File: config.mk
export PLATFORM = sky130hd
export DESIGN_NAME = blr180_emit
export DESIGN_NICKNAME = d
export VERILOG_FILES = /design/src/rtl/bilevel_line_rotate_180_defines.svh /design/src/rtl/blr180_pkg.sv /design/src/rtl/blr180_emit.sv
export SDC_FILE = /design/constraint.sdc
export NUM_CORES = 1
export LEC_CHECK = 0
export ABC_AREA = 1
export BUFFER_PORTS_ARGS = -buffer_cell sky130_fd_sc_hd__buf_4
export CAP_MARGIN = 20
export CORE_UTILIZATION = 49
export DETAILED_ROUTE_END_ITERATION = 12
export PLACE_DENSITY = 0.83
export SLEW_MARGIN = 40
export SYNTH_ARGS = -nofsm -noshare
export SYNTH_HDL_FRONTEND = slang
export SYNTH_SLANG_ARGS = --single-unit
File: constraint.sdc
create_clock -name clk -period 2.79 [get_ports clk]
set_clock_uncertainty 0.15 [all_clocks]
set_input_delay 0.558 -clock clk [delete_from_list [all_inputs] [get_ports clk]]
set_output_delay 0.558 -clock clk [all_outputs]
set_load 0.005 [all_outputs]
File: src/rtl/bilevel_line_rotate_180_defines.svh
// assertion macros for the bilevel line rotate block
`ifndef BILEVEL_LINE_ROTATE_180_DEFINES_SVH
`define BILEVEL_LINE_ROTATE_180_DEFINES_SVH

`ifndef SYNTHESIS
`define BLR_ASSERT(label, prop) \
	label: assert property (@(posedge clk) disable iff (!arst_n) prop) \
		else $error("blr180 assertion failed");
`define BLR_ASSERT_ALWAYS(label, prop) \
	label: assert property (@(posedge clk) prop) \
		else $error("blr180 assertion failed");
`else
`define BLR_ASSERT(label, prop)
`define BLR_ASSERT_ALWAYS(label, prop)
`endif

`endif

File: src/rtl/blr180_pkg.sv
// shared types, constants and functions for the bilevel line rotate block
package blr180_pkg;

	localparam int LINE_BYTES_DEF = 512;

	localparam int CFG_W     = 10;
	localparam int CFG_IDX_W = 1;
	localparam int PAD_W     = 3;

	localparam logic [CFG_IDX_W-1:0] REG_BYTES_PER_LINE = 1'd0;
	localparam logic [CFG_IDX_W-1:0] REG_PAD_BITS       = 1'd1;

	localparam logic [CFG_W-1:0] BYTES_PER_LINE_RST = 10'd512;
	localparam logic [PAD_W-1:0] PAD_BITS_RST       = 3'd0;

	localparam logic REQ_DATA  = 1'b0;
	localparam logic REQ_DRAIN = 1'b1;

	typedef struct packed {
		logic             last;
		logic [PAD_W-1:0] pad;
	} emit_meta_t;

	function automatic logic [7:0] flip8(input logic [7:0] v);
		logic [7:0] r;
		for (int i = 0; i < 8; i++) begin
			r[i] = v[7-i];
		end
		return r;
	endfunction

endpackage

File: src/rtl/blr180_emit.sv
// output stage: bit reversal, pad shift and output register
module blr180_emit (
	input  logic                    clk,
	input  logic                    arst_n,
	input  logic                    s1_vld,
	input  blr180_pkg::emit_meta_t  meta,
	input  logic [7:0]              cur_raw,
	input  logic [7:0]              nxt_raw,
	output logic                    s1_take,
	output logic                    out_valid,
	input  logic                    out_stall,
	output logic [7:0]              out_byte,
	output logic                    line_end
);

	logic        out_vld_q;
	logic [7:0]  out_byte_q;
	logic        line_end_q;
	logic [7:0]  cur;
	logic [7:0]  nxt;
	logic [15:0] joined;

	assign s1_take = s1_vld && (!out_vld_q || !out_stall);

	always_comb begin
		cur    = blr180_pkg::flip8(cur_raw);
		nxt    = meta.last ? 8'h00 : blr180_pkg::flip8(nxt_raw);
		joined = {cur, nxt} << meta.pad;
	end

	always_ff @(posedge clk or negedge arst_n) begin
		if (!arst_n) begin
			out_vld_q <= 1'b0;
		end else if (s1_take) begin
			out_vld_q <= 1'b1;
		end else if (!out_stall) begin
			out_vld_q <= 1'b0;
		end
	end

	always_ff @(posedge clk) begin
		if (s1_take) begin
			out_byte_q <= joined[15:8];
			line_end_q <= meta.last;
		end
	end

	assign out_valid = out_vld_q;
	assign out_byte  = out_byte_q;
	assign line_end  = line_end_q;

endmodule

==> impl.org <==
** Synth
- Number of synthesis warnings :: 0
- Averaged over all synthesized cells, the footprint is approximately 7.4 um2.
- Synthesis produced 107 cells.
- The number of different library cells used by synthesis comes to 16.
- Flops & latches, synth :: 10
- Portion of synthesized cell area occupied by the leading cell type :: 0.343
- Post-Syn Area :: 787 um2
- Dominant cells by area after synthesis :: edfxtp_1 (34%), nand3_1 (21%), nand2_1 (17%), o211ai_1 (6.7%), buf_6 (4.3%)
- The largest total area in the synthesized netlist belongs to edfxtp_1.
- For this run, the register share of the synthesized area comes to 0.375.
- Mapped Nets :: 131

** Pwr
- Power spread over the standard cell area amounts to ~380 nW/um2.
- The worst-case IR drop observed on VDD is 153 uV.
- For this design the static power due to leakage is 0.521 nW.
- Total power consumption of the routed design :: 0.393 mW

** STA
- Hold violation count in the final report :: 0
- Based on the critical path, the design can be clocked at up to 537 MHz.
- Max-slew violation total from the final report :: 0
- In this run the tightest slew margin relative to its limit is 0.753.
- Setup repair after global routing left no endpoint under its margin.
- Actual slew at the worst max-slew pin :: about 0.37 ns
- Tcrit/Tclk final :: 0.667
- Shortest period the worst path allows :: 1.86 ns
- Summed over all failing endpoints, the final setup total negative slack is 0 ns.
- Final setup violation count :: 0

** Routing
- Antenna-violating nets left :: 0
- Wires add up to 1730 um.
- Iteration count of the initial detailed-routing pass :: 5
- Drt wl/cell :: 11.1 um
- DRC errors left :: 0
- In this run, the number of DRC markers left after iteration 0 of detailed routing was 27.
- Post-DR vias/cell :: 5.22
- Summing over every cut layer, the via total after detailed routing is between 800 and 900.

** Worst setup path
- The worst setup path is of the in2out kind.
- The worst setup path is launched from an input pin.
- Worst path required time :: 2.08 ns
- Worst reg-to-reg setup slack :: 1.61 ns
- Capture point of the worst reg-to-reg path :: out_byte[7]
- Counting cells, the worst reg-to-reg path comes to 2.
- Maximum fanout along the worst path :: 10
- The worst setup path is captured at an output port.
- Data arrival at the endpoint of the critical path :: 1.15 ns
- In this run the critical register-to-register path is launched from out_valid.

** Die
- For this design the top-level I/O count stands at 35.
- Die extent in x :: 42.1 um
- Die footprint :: 1770 um2
- Row cnt :: 14
- The die is 42.1 um tall.
- For this configuration, the core starts out at a cell density of 0.522.
- The core region is 1510 um2.

** Final layout
- For this run, the share of the core covered by cells in the final layout is 0.685.
- After the flow finishes, the layout carries non-filler instances totaling 156.
- Number of antenna diodes :: 0
- In the final design database the tool counted about 170 nets.
- Ratio of cells with drive above 1 in the final layout :: 0.293
- Area Growth Syn to Fin :: 31.2%
- Commonest cells after routing, fill and taps aside :: nand2_1 (36), buf_4 (34), nand3_1 (33)
- The library cell used most frequently in the layout, excluding fill and tap cells, is nand2_1.
- Final instance area :: 1030 um2

** Clock tree
- Clock tree synthesis selected as its root buffer the cell clkbuf_4.
- Count of hold buffers inserted by post-cts repair :: 1
- Resized Gates After CTS :: 0
- In this run the deepest clock path goes through 2 buffers.
- Count of clock tree sinks :: 10
- Clock latency on the worst-skew pair, taken at its later pin, is ~0.25 ns.
- Total CTS buffers :: 3
- CTS tree :: yes
- H-tree depth reported by CTS :: 1
- Postcts setup bufs :: 0
- Clock slew at reported path FFs :: about 0.06 ns

** Placed design
- In this run the tool buffered the top-level ports with 33 buffer cells.
- At the end of routability-driven placement, the weighted congestion stood at 0.829.
- Number of placed instances, taps included :: 151
- The HPWL after detailed placement is around 1400 um.
- Placed inst area :: 996 um2

** Global routing
- Pin count of the biggest net entering global routing :: 24
- The number of global-route vias before repair came to 744.
- In the global route stage, overall resource usage came out at 0.216.
- Total grt overflow :: 0
- Initial antenna violation count :: 0
- Global-route wire length before repair :: 2960 um

** Job
- Max-cap violations :: 0

** Status
- The run finished with clean final reports.

** Worst hold path
- The worst hold path begins at meta[3].
- Worst hold path depth :: 1
- In this run the worst hold path is classified as in2reg.
- Worst min-delay path endpoint :: line_end
Yosys cell counts:
master and instances:
inv_1 8, dfrtp_1 1, buf_2 1, nor2_1 1
or2_2 1, o211ai_1 7, edfxtp_1 9, nand2_1 36
inv_2 1, a21oi_1 1, buf_6 3, nand3_1 33
clkbuf_8 2, nand3_2 1, o21ai_0 1, o21ai_2 1
per-layer routing:
layer,global-route usage,part of all wire,vias up
li1,-,-,434
met1,0.271,0.42,348
met2,0.366,0.50,31
met3,0.0345,0.073,2
met4,0.0938,0.0075,0
met5,0,0,-
per-stage QoR:
stage,hold slack [ns],worst slack [ns]
2_1_floorplan,0.112,0.932
3_3_place_gp,0.184,0.966
3_5_place_dp,0.185,0.911
4_1_cts,0.343,0.904
5_1_grt,0.336,0.895
6_report,0.353,0.929
sequential cells by signal, summed over array words and instances, names as in the netlist:
name,flops
out_byte,8
line_end,1
out_valid,1
cell families (layout without fill, tap and decap cells):
kind of cell	Yosys count	after routing	share of synthesized area
and+or+nand+nor	72	72	0.407
AOI/OAI and AO/OA	10	10	0.0906
buffers and inverters	15	48	0.127
DFF	10	10	0.375
worst max-delay path: stages:
cell and delay [ns]:
buf_4 0.11, a21oi_1 0.15, buf_4 0.20, buf_4 0.13
final cells by class:
| class | instances | area, um2 |
|---|---|---|
| Fill cell | 138 | 474 |
| Inverter | 9 | 33.8 |
| Clock buffer | 4 | 26.3 |
| Timing Repair Buffer | 35 | 265 |
| Tap cell | 16 | 20.0 |
| Sequential cell | 10 | 295 |
| Multi-Input combinational cell | 82 | 392 |
how the worst max path moves through the flow:
stage               from      end  depth (start not counted)
2_1_floorplan     s1_vld  s1_take                          2
3_3_place_gp   out_stall  s1_take                          4
3_5_place_dp   out_stall  s1_take                          4
4_1_cts        out_stall  s1_take                          4
5_1_grt        out_stall  s1_take                          4
6_report       out_stall  s1_take                          4
where the power goes:
part	switching, mW	internal, mW	leakage (nW)
sequential	0.00295	0.178	0.0976
combinational	0.0594	0.0567	0.408
clock	0.0414	0.0548	0.0150
No activity file was read; power rests on OpenSTA's default activity.
